**config.mk**
```make
export PLATFORM = sky130hd
export DESIGN_NAME = triangular_interaction_bit_matrix_flat
export DESIGN_NICKNAME = d
export VERILOG_FILES = /design/src/rtl/tbm_pkg.sv /design/src/rtl/tbm_ifs.sv /design/src/rtl/tbm_ram.sv /design/src/rtl/tbm_merge.sv /design/src/rtl/triangular_interaction_bit_matrix.sv /design/src/flat_wrapper.sv
export SDC_FILE = /design/constraint.sdc
export NUM_CORES = 2
export LEC_CHECK = 0
export BUFFER_PORTS_ARGS = -buffer_cell sky130_fd_sc_hd__buf_2
export CAP_MARGIN = 40
export CORE_MARGIN = 4
export CORE_UTILIZATION = 25
export DETAILED_ROUTE_END_ITERATION = 16
export SLEW_MARGIN = 30
export SYNTH_ARGS = -nofsm -noshare
export SYNTH_HDL_FRONTEND = slang
export SYNTH_SLANG_ARGS = --single-unit
```
**constraint.sdc**
```tcl
create_clock -name clk -period 8.5 [get_ports clk]
set_input_delay 0 -clock clk [delete_from_list [all_inputs] [get_ports clk]]
set_output_delay 0 -clock clk [all_outputs]
set_load 0.1 [all_outputs]
```
**src/rtl/tbm_pkg.sv**
```systemverilog
// Shared constants, types and codes for the triangular interaction bit matrix.
// No dependencies; every other file of the block but tbm_ram imports this package.
`timescale 1ns / 1ps

package tbm_pkg;

  // Sizing
  localparam int MAX_VARS    = 64;
  localparam int LEVEL_LIMIT = 64;
  localparam int N_CAP       = (MAX_VARS < LEVEL_LIMIT) ? MAX_VARS : LEVEL_LIMIT;
  localparam int PAIR_DEPTH  = (MAX_VARS * (MAX_VARS - 1)) / 2;

  // Field widths of the transactions
  localparam int ACTION_W = 3;
  localparam int VAR_W    = 6;
  localparam int LEVEL_W  = 6;
  localparam int MASK_W   = 64;
  localparam int CNT_W    = 7;

  localparam int LEVEL_COUNT_RESET = 64;

  // Pair store packed into words
  localparam int WORD_W     = MASK_W;
  localparam int WORD_LOG   = $clog2(WORD_W);
  localparam int PAIR_WORDS = (PAIR_DEPTH + WORD_W - 1) / WORD_W;
  localparam int WORD_AW    = $clog2(PAIR_WORDS);
  localparam int VAR_AW     = $clog2(MAX_VARS);
  localparam int POS_W      = $clog2(PAIR_DEPTH + 1);

  // Triangle index arithmetic
  localparam int SPAN_W = CNT_W + 1;
  localparam int PROD_W = SPAN_W + LEVEL_W;

  // Start-up pass covers both stores
  localparam int INIT_LEN = (MAX_VARS > PAIR_WORDS) ? MAX_VARS : PAIR_WORDS;
  localparam int INIT_W   = $clog2(INIT_LEN);

  typedef enum logic [ACTION_W-1:0] {
    ACT_MAP     = 3'd0,
    ACT_SET     = 3'd1,
    ACT_TEST    = 3'd2,
    ACT_SUPPORT = 3'd3,
    ACT_CLEAR   = 3'd4
  } action_t;

  typedef enum logic [3:0] {
    ST_INIT,
    ST_IDLE,
    ST_MAP_A,
    ST_MAP_B,
    ST_PAIR_IDX,
    ST_PAIR_RD,
    ST_PAIR_WR,
    ST_ROW_SCAN,
    ST_ROW_LO,
    ST_ROW_HI,
    ST_CLEAR,
    ST_RESULT
  } state_t;

endpackage

```
**src/rtl/tbm_ifs.sv**
```systemverilog
// Channel interfaces: request, response and level-count configuration.
// Depends on tbm_pkg for field widths.
`timescale 1ns / 1ps

interface tbm_req_if import tbm_pkg::*; ();
  logic                valid;
  logic                ready;
  logic [ACTION_W-1:0] action;
  logic [VAR_W-1:0]    var_a;
  logic [VAR_W-1:0]    var_b;
  logic [LEVEL_W-1:0]  level_value;
  logic [MASK_W-1:0]   support_mask;

  modport source (output valid, action, var_a, var_b, level_value, support_mask,
                  input ready);
  modport sink   (input valid, action, var_a, var_b, level_value, support_mask,
                  output ready);
endinterface

interface tbm_rsp_if import tbm_pkg::*; ();
  logic valid;
  logic ready;
  logic interacts;
  logic status;

  modport source (output valid, interacts, status, input ready);
  modport sink   (input valid, interacts, status, output ready);
endinterface

interface tbm_cfg_if import tbm_pkg::*; ();
  logic             valid;
  logic             ready;
  logic [CNT_W-1:0] level_count;

  modport source (output valid, level_count, input ready);
  modport sink   (input valid, level_count, output ready);
endinterface

```
**src/rtl/tbm_ram.sv**
```systemverilog
// Generic simple dual-port RAM: one write port, one read port, registered read.
// No package dependency.
`timescale 1ns / 1ps

module tbm_ram #(
  parameter int WIDTH = 8,
  parameter int DEPTH = 16
) (
  input  logic                     clk,
  input  logic                     we,
  input  logic [$clog2(DEPTH)-1:0] waddr,
  input  logic [WIDTH-1:0]         wdata,
  input  logic [$clog2(DEPTH)-1:0] raddr,
  output logic [WIDTH-1:0]         rdata
);

  logic [WIDTH-1:0] mem [DEPTH];

  // write and registered read
  always_ff @(posedge clk) begin
    if (we) begin
      mem[waddr] <= wdata;
    end
    rdata <= mem[raddr];
  end

endmodule

```
**src/rtl/tbm_merge.sv**
```systemverilog
// Shared word merge unit: shifts a bit pattern to a bit offset across two words,
// ORs the selected half into a read word and reports any overlap. Uses tbm_pkg.
`timescale 1ns / 1ps

module tbm_merge import tbm_pkg::*; (
  input  logic [WORD_W-1:0]   rdata,
  input  logic [WORD_W-1:0]   pattern,
  input  logic [WORD_LOG-1:0] offset,
  input  logic                upper,
  output logic [WORD_W-1:0]   wdata,
  output logic                hit
);

  logic [2*WORD_W-1:0] window;
  logic [WORD_W-1:0]   half;

  // pattern placed in a two-word window, then the wanted half picked
  always_comb begin
    window = {{WORD_W{1'b0}}, pattern} << offset;
    half   = upper ? window[2*WORD_W-1:WORD_W] : window[WORD_W-1:0];
    wdata  = rdata | half;
    hit    = |(rdata & half);
  end

endmodule

```
**src/rtl/triangular_interaction_bit_matrix.sv**
```systemverilog
// Top level of the triangular interaction bit matrix: sequencer, datapath,
// level map and pair word stores. Uses tbm_pkg, tbm_ifs, tbm_ram, tbm_merge.
//
//  channel  modport  payload                                        accepted when
//  req      sink     action, var_a, var_b, level_value, support_mask  valid && ready
//  rsp      source   interacts, status                               valid && ready
//  cfg      sink     level_count                                     valid && ready
//
// One transaction at a time; req.ready is high only while idle. Map writes and
// unused actions go straight to the result; set/test look up both levels, form
// the pair index, then read the pair word and set or test its bit, stopping
// early on an error pair; clear zeroes each pair word in turn; a support mask
// visits each row below n-1 and merges two words for each row with its mask bit.
// After reset a start-up pass over INIT_LEN addresses loads the identity level
// map and zeroes the pair store; req.ready stays low meanwhile, cfg is always
// taken. A finished result waits in the rsp register; the sequencer stalls only
// when a second result is ready before the first has been taken.
`timescale 1ns / 1ps

module triangular_interaction_bit_matrix import tbm_pkg::*; (
  input  logic       clk,
  input  logic       rst,
  tbm_req_if.sink    req,
  tbm_rsp_if.source  rsp,
  tbm_cfg_if.sink    cfg
);

  state_t state, state_next;

  logic [INIT_W-1:0]  cnt;
  logic [CNT_W-1:0]   level_count;
  logic [CNT_W-1:0]   n_eff;
  action_t            act;
  logic [VAR_W-1:0]   vb;
  logic               var_err;
  logic [LEVEL_W-1:0] la;
  logic [LEVEL_W-1:0] lo;
  logic [LEVEL_W-1:0] hi;
  logic [PROD_W-1:0]  pos;
  logic [POS_W-1:0]   row_start;
  logic [CNT_W-1:0]   row;
  logic [CNT_W-1:0]   rem;
  logic [MASK_W-1:0]  mcur;
  logic               res_hit;
  logic               res_status;
  logic               out_valid;
  logic               out_hit;
  logic               out_status;

  logic in_acc;
  logic out_free;

  // combinational helpers
  logic [LEVEL_W-1:0] lo_c;
  logic [LEVEL_W-1:0] hi_c;
  logic               pair_err_c;
  logic [SPAN_W-1:0]  span;
  logic [PROD_W-1:0]  prod;
  logic [PROD_W-1:0]  pos_c;
  logic               pos_err;
  logic [CNT_W-1:0]   row_inc;
  logic               row_more;
  logic [WORD_AW-1:0] row_word;
  logic [WORD_W-1:0]  row_pat;

  // store ports
  logic               lm_we;
  logic [VAR_AW-1:0]  lm_waddr;
  logic [LEVEL_W-1:0] lm_wdata;
  logic [VAR_AW-1:0]  lm_raddr;
  logic [LEVEL_W-1:0] lm_rdata;
  logic               pm_we;
  logic [WORD_AW-1:0] pm_waddr;
  logic [WORD_W-1:0]  pm_wdata;
  logic [WORD_AW-1:0] pm_raddr;
  logic [WORD_W-1:0]  pm_rdata;

  // merge unit ports
  logic [WORD_W-1:0]   m_pattern;
  logic [WORD_LOG-1:0] m_offset;
  logic                m_upper;
  logic [WORD_W-1:0]   m_wdata;
  logic                m_hit;

  assign req.ready     = (state == ST_IDLE);
  assign in_acc        = req.valid && req.ready;
  assign out_free      = !out_valid || rsp.ready;
  assign rsp.valid     = out_valid;
  assign rsp.interacts = out_hit;
  assign rsp.status    = out_status;
  assign cfg.ready     = 1'b1;

  // effective level count
  assign n_eff = (level_count > CNT_W'(N_CAP)) ? CNT_W'(N_CAP) : level_count;

  // pair ordering and range check on the two mapped levels
  always_comb begin
    lo_c       = (la < lm_rdata) ? la : lm_rdata;
    hi_c       = (la < lm_rdata) ? lm_rdata : la;
    pair_err_c = var_err || (la == lm_rdata) || (CNT_W'(hi_c) >= n_eff);
  end

  // triangle index: ((2n - lo - 3) * lo) / 2 + hi - 1
  always_comb begin
    span  = {n_eff, 1'b0} - SPAN_W'(lo) - SPAN_W'(3);
    prod  = PROD_W'(span * lo);
    pos_c = (prod >> 1) + PROD_W'(hi) - PROD_W'(1);
  end

  assign pos_err = (pos >= PROD_W'(PAIR_DEPTH));

  // row walk for the support mask
  always_comb begin
    row_inc  = row + CNT_W'(1);
    row_more = (row_inc < n_eff);
    row_word = WORD_AW'(row_start >> WORD_LOG);
    row_pat  = (mcur >> 1) & ~({WORD_W{1'b1}} << rem);
  end

  // next state
  always_comb begin
    state_next = state;
    case (state)
      ST_INIT: begin
        if (cnt == INIT_W'(INIT_LEN - 1)) state_next = ST_IDLE;
      end
      ST_IDLE: begin
        if (in_acc) begin
          case (action_t'(req.action))
            ACT_SET, ACT_TEST: state_next = ST_MAP_A;
            ACT_SUPPORT:       state_next = ST_ROW_SCAN;
            ACT_CLEAR:         state_next = ST_CLEAR;
            default:           state_next = ST_RESULT;
          endcase
        end
      end
      ST_MAP_A:    state_next = ST_MAP_B;
      ST_MAP_B:    state_next = pair_err_c ? ST_RESULT : ST_PAIR_IDX;
      ST_PAIR_IDX: state_next = ST_PAIR_RD;
      ST_PAIR_RD:  state_next = pos_err ? ST_RESULT : ST_PAIR_WR;
      ST_PAIR_WR:  state_next = ST_RESULT;
      ST_ROW_SCAN: begin
        if (!row_more)    state_next = ST_RESULT;
        else if (mcur[0]) state_next = ST_ROW_LO;
      end
      ST_ROW_LO:   state_next = ST_ROW_HI;
      ST_ROW_HI:   state_next = ST_ROW_SCAN;
      ST_CLEAR: begin
        if (cnt == INIT_W'(PAIR_WORDS - 1)) state_next = ST_RESULT;
      end
      ST_RESULT: begin
        if (out_free) state_next = ST_IDLE;
      end
      default:     state_next = ST_IDLE;
    endcase
  end

  // store and merge unit controls
  always_comb begin
    lm_we     = 1'b0;
    lm_waddr  = VAR_AW'(req.var_a);
    lm_wdata  = req.level_value;
    lm_raddr  = VAR_AW'(req.var_a);
    pm_we     = 1'b0;
    pm_waddr  = row_word;
    pm_wdata  = m_wdata;
    pm_raddr  = row_word;
    m_pattern = row_pat;
    m_offset  = row_start[WORD_LOG-1:0];
    m_upper   = 1'b0;
    case (state)
      ST_INIT: begin
        lm_we    = 1'b1;
        lm_waddr = VAR_AW'(cnt);
        lm_wdata = LEVEL_W'(cnt);
        pm_we    = 1'b1;
        pm_waddr = WORD_AW'(cnt);
        pm_wdata = '0;
      end
      ST_IDLE: begin
        lm_we = in_acc && (action_t'(req.action) == ACT_MAP) && (int'(req.var_a) < MAX_VARS);
      end
      ST_MAP_A: begin
        lm_raddr = VAR_AW'(vb);
      end
      ST_PAIR_RD: begin
        pm_raddr = WORD_AW'(pos >> WORD_LOG);
      end
      ST_PAIR_WR: begin
        m_pattern = WORD_W'(1);
        m_offset  = pos[WORD_LOG-1:0];
        pm_we     = (act == ACT_SET);
        pm_waddr  = WORD_AW'(pos >> WORD_LOG);
      end
      ST_ROW_LO: begin
        pm_we    = 1'b1;
        pm_raddr = row_word + WORD_AW'(1);
      end
      ST_ROW_HI: begin
        m_upper  = 1'b1;
        pm_we    = 1'b1;
        pm_waddr = row_word + WORD_AW'(1);
      end
      ST_CLEAR: begin
        pm_we    = 1'b1;
        pm_waddr = WORD_AW'(cnt);
        pm_wdata = '0;
      end
      default: begin
      end
    endcase
  end

  // control registers
  always_ff @(posedge clk) begin
    if (rst) begin
      state       <= ST_INIT;
      cnt         <= '0;
      level_count <= CNT_W'(LEVEL_COUNT_RESET);
      out_valid   <= 1'b0;
    end else begin
      state <= state_next;
      if (state == ST_INIT || state == ST_CLEAR) cnt <= cnt + INIT_W'(1);
      else cnt <= '0;
      if (cfg.valid) level_count <= cfg.level_count;
      if (state == ST_RESULT && out_free) out_valid <= 1'b1;
      else if (rsp.ready) out_valid <= 1'b0;
    end
  end

  // datapath registers
  always_ff @(posedge clk) begin
    if (in_acc) begin
      act        <= action_t'(req.action);
      vb         <= req.var_b;
      var_err    <= (int'(req.var_a) >= MAX_VARS) || (int'(req.var_b) >= MAX_VARS);
      mcur       <= req.support_mask;
      row        <= '0;
      row_start  <= '0;
      rem        <= n_eff - CNT_W'(1);
      res_hit    <= 1'b0;
      res_status <= 1'b0;
    end
    case (state)
      ST_MAP_A: la <= lm_rdata;
      ST_MAP_B: begin
        lo <= lo_c;
        hi <= hi_c;
        if (pair_err_c) res_status <= 1'b1;
      end
      ST_PAIR_IDX: pos <= pos_c;
      ST_PAIR_RD: begin
        if (pos_err) res_status <= 1'b1;
      end
      ST_PAIR_WR: begin
        if (act == ACT_TEST) res_hit <= m_hit;
      end
      ST_ROW_SCAN, ST_ROW_HI: begin
        if (state == ST_ROW_HI || (row_more && !mcur[0])) begin
          row       <= row_inc;
          rem       <= rem - CNT_W'(1);
          row_start <= row_start + POS_W'(rem);
          mcur      <= mcur >> 1;
        end
      end
      default: begin
      end
    endcase
    if (state == ST_RESULT && out_free) begin
      out_hit    <= res_hit;
      out_status <= res_status;
    end
  end

  // variable-to-level map
  tbm_ram #(
    .WIDTH (LEVEL_W),
    .DEPTH (MAX_VARS)
  ) u_level_map (
    .clk   (clk),
    .we    (lm_we),
    .waddr (lm_waddr),
    .wdata (lm_wdata),
    .raddr (lm_raddr),
    .rdata (lm_rdata)
  );

  // packed upper-triangle pair bits
  tbm_ram #(
    .WIDTH (WORD_W),
    .DEPTH (PAIR_WORDS)
  ) u_pair_store (
    .clk   (clk),
    .we    (pm_we),
    .waddr (pm_waddr),
    .wdata (pm_wdata),
    .raddr (pm_raddr),
    .rdata (pm_rdata)
  );

  // shared shift/merge unit for pair and row updates
  tbm_merge u_merge (
    .rdata   (pm_rdata),
    .pattern (m_pattern),
    .offset  (m_offset),
    .upper   (m_upper),
    .wdata   (m_wdata),
    .hit     (m_hit)
  );

endmodule

```
**src/flat_wrapper.sv**
```systemverilog
// flat-port wrapper written by rule: the top's interface ports become plain ports
module triangular_interaction_bit_matrix_flat import tbm_pkg::*;
  (clk, rst, req_valid, req_action, req_var_a, req_var_b, req_level_value, req_support_mask, req_ready, rsp_valid, rsp_interacts, rsp_status, rsp_ready, cfg_valid, cfg_level_count, cfg_ready);
  tbm_req_if req_i ();
  tbm_rsp_if rsp_i ();
  tbm_cfg_if cfg_i ();
  input  logic clk;
  input  logic rst;
  input wire logic [$bits(req_i.valid)-1:0] req_valid;
  input wire logic [$bits(req_i.action)-1:0] req_action;
  input wire logic [$bits(req_i.var_a)-1:0] req_var_a;
  input wire logic [$bits(req_i.var_b)-1:0] req_var_b;
  input wire logic [$bits(req_i.level_value)-1:0] req_level_value;
  input wire logic [$bits(req_i.support_mask)-1:0] req_support_mask;
  output wire logic [$bits(req_i.ready)-1:0] req_ready;
  output wire logic [$bits(rsp_i.valid)-1:0] rsp_valid;
  output wire logic [$bits(rsp_i.interacts)-1:0] rsp_interacts;
  output wire logic [$bits(rsp_i.status)-1:0] rsp_status;
  input wire logic [$bits(rsp_i.ready)-1:0] rsp_ready;
  input wire logic [$bits(cfg_i.valid)-1:0] cfg_valid;
  input wire logic [$bits(cfg_i.level_count)-1:0] cfg_level_count;
  output wire logic [$bits(cfg_i.ready)-1:0] cfg_ready;
  assign req_i.valid = req_valid;
  assign req_i.action = req_action;
  assign req_i.var_a = req_var_a;
  assign req_i.var_b = req_var_b;
  assign req_i.level_value = req_level_value;
  assign req_i.support_mask = req_support_mask;
  assign req_ready = req_i.ready;
  assign rsp_valid = rsp_i.valid;
  assign rsp_interacts = rsp_i.interacts;
  assign rsp_status = rsp_i.status;
  assign rsp_i.ready = rsp_ready;
  assign cfg_i.valid = cfg_valid;
  assign cfg_i.level_count = cfg_level_count;
  assign cfg_ready = cfg_i.ready;
  triangular_interaction_bit_matrix u_core (.clk(clk), .rst(rst), .req(req_i), .rsp(rsp_i), .cfg(cfg_i));
endmodule
```
* Yosys cells after proc, flatten, opt, wreduce, memory -nomap -nowiden
Memory sizes are Yosys's and may differ from the RTL's. A register that Yosys moved wholly into a read port is not among the register bits. Cells that the tools add are included.
Cells by class: add/subtract/negate cells 10, $mul 1, magnitude comparators 5, equal/unequal tests 25, shifts and indexed selects 2, muxes and demuxes 50, bitwise logic cells 5, reductions and logical operators 20
Operators by type and width (count):
- 64-bit two-way mux | 6
- 64-bit by 6-bit << shifter with 128-bit output | 1
- 63-bit by 64-bit AND with 64-bit output | 1
- 64-bit AND | 1
- 64-bit NOT | 1
- 64-bit OR | 1
- 64-bit OR reduction | 1
- 64-bit by 7-bit << shifter with 64-bit output, first input constant | 1
- 7-bit two-way mux | 7
- 4-bit one-hot mux with 12 select lines | 1
- 6-bit two-way mux | 6
- 11-bit two-way mux | 3
- 4-bit two-way mux | 8
- 4-bit by 3-bit == test with 1-bit output, second input constant | 4
- 4-bit == test, second input constant | 4
- 5-bit one-hot mux with 3 select lines | 1
- 13-bit by 6-bit adder with 14-bit output | 1
- 14-bit by 11-bit greater-or-equal comparator with 1-bit output, second input constant | 1
- 8-bit by 6-bit multiplier with 14-bit output | 1
- 14-bit by 1-bit subtractor with 14-bit output, second input constant | 1
- 7-bit by 1-bit subtractor with 7-bit output, second input constant | 2
- 1-bit two-way mux | 13
- 4-bit one-hot mux with 3 select lines | 1
- 11-bit by 7-bit adder with 11-bit output | 1
- other kinds (32) | 50
Storage, ports and cells: register bits 152, bits in writable memories 2432, input port bits 97, output and inout port bits 5, logic and storage cells 138, memories kept 2
Memory list:
- u_core.u_pair_store.mem | words 32, bits a word 64, read ports 1, clocked after Yosys merged registers in 1, wr ports 1, line tbm_ram.sv:17 | logic [WIDTH-1:0] mem [DEPTH];
- u_core.u_level_map.mem | words 64, bits a word 6, read ports 1, clocked after Yosys merged registers in 1, wr ports 1, line tbm_ram.sv:17

* Longest topological paths before layout
depth after elaboration 10, mapped depth 33, gate-level depth less buffers 33

* Cells and area by module
From an unflattened synthesis, not the netlist that was laid out.
Unflattened totals: cells, all modules 6098, area, all modules 112395.3 um2
By module, submodules not included:
- tbm_ram (u_core.u_pair_store) | times used 1, cells an instance 3097, area an instance 78964.5 um2, sequential area each 62780.2 um2
- tbm_ram (u_core.u_level_map) | times used 1, cells an instance 720, area an instance 15225.9 um2, sequential area each 11651.2 um2
- triangular_interaction_bit_matrix | times used 1, cells an instance 1443, area an instance 11294.6 um2, sequential area each 3473.3 um2
- tbm_merge | times used 1, cells an instance 838, area an instance 6910.4 um2, sequential area each 0.0 um2

* Worst setup path before layout
OpenSTA, ideal clock, no wires.
path kind reg2reg, start register u_core.level_count[6], end register u_core.pos[12], data pin, setup time 264 ps, data arrival time 6081 ps, required time 8236 ps, setup slack 2155 ps, cell stages (with the launch flop) 32, buffers on the path 0, clock period less this slack 6345 ps, path through dfxtp_1 > clkinv_1 > nand2_1 > ha_1 > inv_1 > ha_1 > inv_1 > fa_1 > inv_1 > a21o_1 > a21oi_1 > xnor2_1 > and2_1 > fa_1 > fa_1 > inv_1 > fa_1 > inv_1 > ha_1 > inv_1 > o21ai_0 > a21oi_1 > o21bai_1 > a21oi_1 > o21bai_1 > xor2_1 > inv_1 > ha_1 > nor2b_1 > nor2_1 > mux2i_1 > xnor2_1
Between the ends: cells in the longest elaborated chain, start to end 7
Ends and longest elaborated chain:
- start: declaration | line triangular_interaction_bit_matrix.sv:31 | logic [CNT_W-1:0] level_count;
- start signal: assignment | line triangular_interaction_bit_matrix.sv:219 | level_count <= CNT_W'(LEVEL_COUNT_RESET);
- start signal: assignment | line triangular_interaction_bit_matrix.sv:225 | if (cfg.valid) level_count <= cfg.level_count;
- 7-bit > comparator | line triangular_interaction_bit_matrix.sv:94 | assign n_eff = (level_count > CNT_W'(N_CAP)) ? CNT_W'(N_CAP) : level_count;
- 7-bit two-way mux (*) | line triangular_interaction_bit_matrix.sv:94
- 8-bit by 6-bit subtractor with 8-bit output (*) | line triangular_interaction_bit_matrix.sv:105 | span = {n_eff, 1'b0} - SPAN_W'(lo) - SPAN_W'(3);
- 8-bit by 2-bit subtractor with 8-bit output (*) | line triangular_interaction_bit_matrix.sv:105
- 8-bit by 6-bit multiplier with 14-bit output (*) | line triangular_interaction_bit_matrix.sv:106 | prod = PROD_W'(span * lo);
- 13-bit by 6-bit adder with 14-bit output (*) | line triangular_interaction_bit_matrix.sv:107 | pos_c = (prod >> 1) + PROD_W'(hi) - PROD_W'(1);
- 14-bit by 1-bit subtractor with 14-bit output (*) | line triangular_interaction_bit_matrix.sv:107
- via u_core.pos_c[12] | line triangular_interaction_bit_matrix.sv:59 | logic [PROD_W-1:0] pos_c;
- end signal: assignment | line triangular_interaction_bit_matrix.sv:251 | ST_PAIR_IDX: pos <= pos_c;
- end: declaration | line triangular_interaction_bit_matrix.sv:39 | logic [PROD_W-1:0] pos;
The timed path passes the listed nets; every way through them passes the cells marked *. A chain may end at the register's enable or synchronous reset.

* Final worst setup path
Same ends and word-level chain as after synthesis.

==> metrics.yaml <==
rows: 250
cts_sinks: 2654
synth_top_area_frac: 0.639
antenna_left: 0
slowest_delay_ns: 0.54
grt_max_degree: 173
cpMostUsedCell: "inv_1"
combinationalPowerShare: 0.227
crit_fanout: 9
async_reset_ff_frac: 0
hold_violations: 0
drtIter0Drc: 9534
yosys.area.top_type: "edfxtp_1"
stdcell_area_um2: 136000
syn_to_final_growth_pct: 17.0
synth_cell_types: 96
dp.cells: 14900
netSwitchingFraction: 0.314
hpwl_um: 204000
fin_crit_ns: 7.15
utilization: 0.294
grt_overflow: 0
routabilityCongestion: 1.01
cts_hold_buf: 190
fmax_ghz: 0.140
seq_area_frac_synth: 0.670
postCtsSetupBuffers: 0
fin_cells: 15600
yosysWarnings: 0
antenna_found_initial: 6
slowest_stage: "fa_1"
synthesis.area_um2: 116000
vias: 81000
wire_per_inst_um: 23.9
synth_edf_count: 2475
rsz0062_at_grt: "false"
drt_first_pass_iters: 9
cp-start-kind: "flip-flop"
endpoint_kind: "flip-flop"
finalCritPeriodShare: 0.841
ioPinCount: 102
cts_tree: "yes"
synthTopCellsByCount: "edfxtp_1 (2475), nand2_1 (1459), a211oi_1 (767)"
start_util: 0.251
grt_use_total: 0.148
critPathTopFamily: "adder cells"
die_h_um: 690
seqPwrFrac: 0.437
htreeDepth: 5
crit_arrival_ns: 7.71
leakagePower_nw: 44.9
cp.required_ns: 9.06
clockBufferDepth: 4
setup_tns_ns: 0
numCtsBuffers: 281
setup_viol: 0
wl_um: 373000
drive_above_1_share: 0.111
netSwitchingPower_mw: 10.9
layout.nets: 9397
synthCells: 9089
worstMarginPinSlew_ns: 1.07
clkLatencyLatePin_ns: 0.87
vdd_drop_max_mv: 0.151
critPathKind: "reg -> reg"
clockPowerShare: 0.337
ys_top_cells_by_area: "edfxtp_1 (64%), a211oi_1 (4.9%), nand2_1 (4.7%), dfxtp_1 (3.1%), and3_1 (2.9%)"
fin_skew_ns: 0.0752
status: "finished, final reports clean"
ys.flop_type: "edfxtp_1"
synth_most_common_cell: "edfxtp_1"
fp.dieW_um: 690
worstPathBufferInverterCount: 8
placed_cell_area_um2: 125000
intPower_mw: 23.8
clk_pin_slew_ns: 0.06
power_density_nw_per_um2: 255
grt_pass1_vias: 77200
maxSlewViolCount: 0
dieArea_um2: 476000
cts-resized-gates: 0
root_buffer: "clkbuf_16"
core_region_area_um2: 464000
grt_pass1_wl_um: 540000
ys_ff_latch: 2654
maxCapViolCount: 0
io_buffer_count: 100
synth_nets: 9294
hp-class: "in -> reg"
drc: 0
slew_headroom: 0.289
post_synth.cell_area_avg_um2: 12.8
vias_per_cell: 5.20
==> worst paths after layout <==
check                                            from                        to  slack (ns)  cells past startpoint
hold reg to reg   u_core.u_level_map.rdata[1]$_DFF_P_    u_core.la[1]$_DFFE_PP_        0.46                      0
setup reg to reg   u_core.level_count[6]$_SDFFE_PP1P_  u_core.pos[12]$_DFFE_PP_        1.35                     31
setup / recovery   u_core.level_count[6]$_SDFFE_PP1P_  u_core.pos[12]$_DFFE_PP_        1.35                     31
hold / removal                          req_action[1]   u_core.act[1]$_DFFE_PP_        0.04                      2
==> routing by layer <==
layer  part of all wire  track usage  wire, um
met1               0.41        0.202    154000
met2               0.46        0.238    172000
met3              0.081       0.0218     30200
met4              0.044       0.0588     16400
met5                  0            0         0
==> sequential cells by signal, summed over array words and instances, names as in the netlist, 3 cells and up <==
name                       count
u_core.la                      6
u_core.vb                      6
u_core.lo                      6
u_core.state                   4
u_core.row                     7
u_core.u_pair_store.mem     2048
u_core.u_level_map.mem       384
u_core.row_start              11
u_core.hi                      6
u_core.rem                     7
u_core.act                     3
u_core.mcur                   64
u_core.u_pair_store.rdata     64
u_core.cnt                     6
u_core.u_level_map.rdata       6
u_core.pos                    14
u_core.level_count             7
==> cell families after synthesis <==
| kind of cell | count (synthesis) | synth area share |
|---|---|---|
| flip-flops | 2654 | 0.670 |
| XOR/XNOR | 46 | 0.00346 |
| multiplexers | 214 | 0.0300 |
| adder cells (fa/ha/maj) | 109 | 0.0135 |
| buffers and inverters | 871 | 0.0290 |
| AO/OA/AOI/OAI | 2409 | 0.145 |
| other | 2 | 0.0000646 |
| AND/OR/NAND/NOR | 2784 | 0.109 |
==> layout make-up <==
cell class	instances	area, um2
Tap cell	6174	7720
Fill cell	46600	327000
Multi-Input combinational cell	5564	36000
Clock buffer	372	7700
Inverter	133	499
Timing Repair Buffer	558	5400
Antenna cell	4	10.0
Sequential cell	2654	77900
Clock inverter	120	923
==> placed cells by master, fill, tap and decap left out, types with 28 or more instances in the layout <==
master | synthesis | routed
mux2i_1 | 65 | 55
and3_1 | 532 | 532
buf_12 | 0 | 48
and2_1 | 60 | 59
a311oi_1 | 273 | 273
nor2_4 | 0 | 47
mux2_2 | 44 | 44
nand4_1 | 28 | 28
buf_4 | 5 | 183
dfxtp_1 | 179 | 178
nor3_1 | 78 | 76
o22ai_1 | 84 | 84
nor2b_1 | 34 | 34
nor2_1 | 381 | 327
clkinv_2 | 0 | 33
buf_2 | 47 | 106
edfxtp_1 | 2475 | 2475
dlygate4sd3_1 | 0 | 190
nand2_1 | 1459 | 1451
nand3_1 | 89 | 88
ha_1 | 80 | 80
mux4_2 | 101 | 101
clkbuf_16 | 0 | 292
o21ai_0 | 158 | 155
inv_1 | 130 | 130
a211oi_1 | 767 | 765
clkbuf_1 | 661 | 71
a21o_1 | 81 | 81
o211ai_1 | 30 | 30
clkinv_1 | 2 | 55
a21oi_1 | 356 | 338
a31oi_1 | 369 | 359
fa_1 | 28 | 28
nand2b_1 | 33 | 33
==> power groups by stage <==
stage | sequential (mW) | combinational [mW] | clock [mW]
2_1_floorplan | 15.1 | 4.74 | 0
3_3_place_gp | 15.4 | 7.45 | 0
3_5_place_dp | 15.4 | 7.50 | 0
4_1_cts | 15.1 | 7.61 | 11.9
5_1_grt | 15.2 | 8.23 | 12.4
6_report | 15.2 | 7.88 | 11.7
==> through the flow <==
stage          hold slack (ns)  setup WS (ns)  power (mW)
5_1_grt                 0.0208          0.803        35.9
4_1_cts               0.000616           1.35        34.7
3_5_place_dp             0.180           1.40        22.9
2_1_floorplan           0.0989           2.16        19.8
6_report                0.0375           1.35        34.8
3_3_place_gp             0.178           1.41        22.9
(Power assumes the default switching activity.)
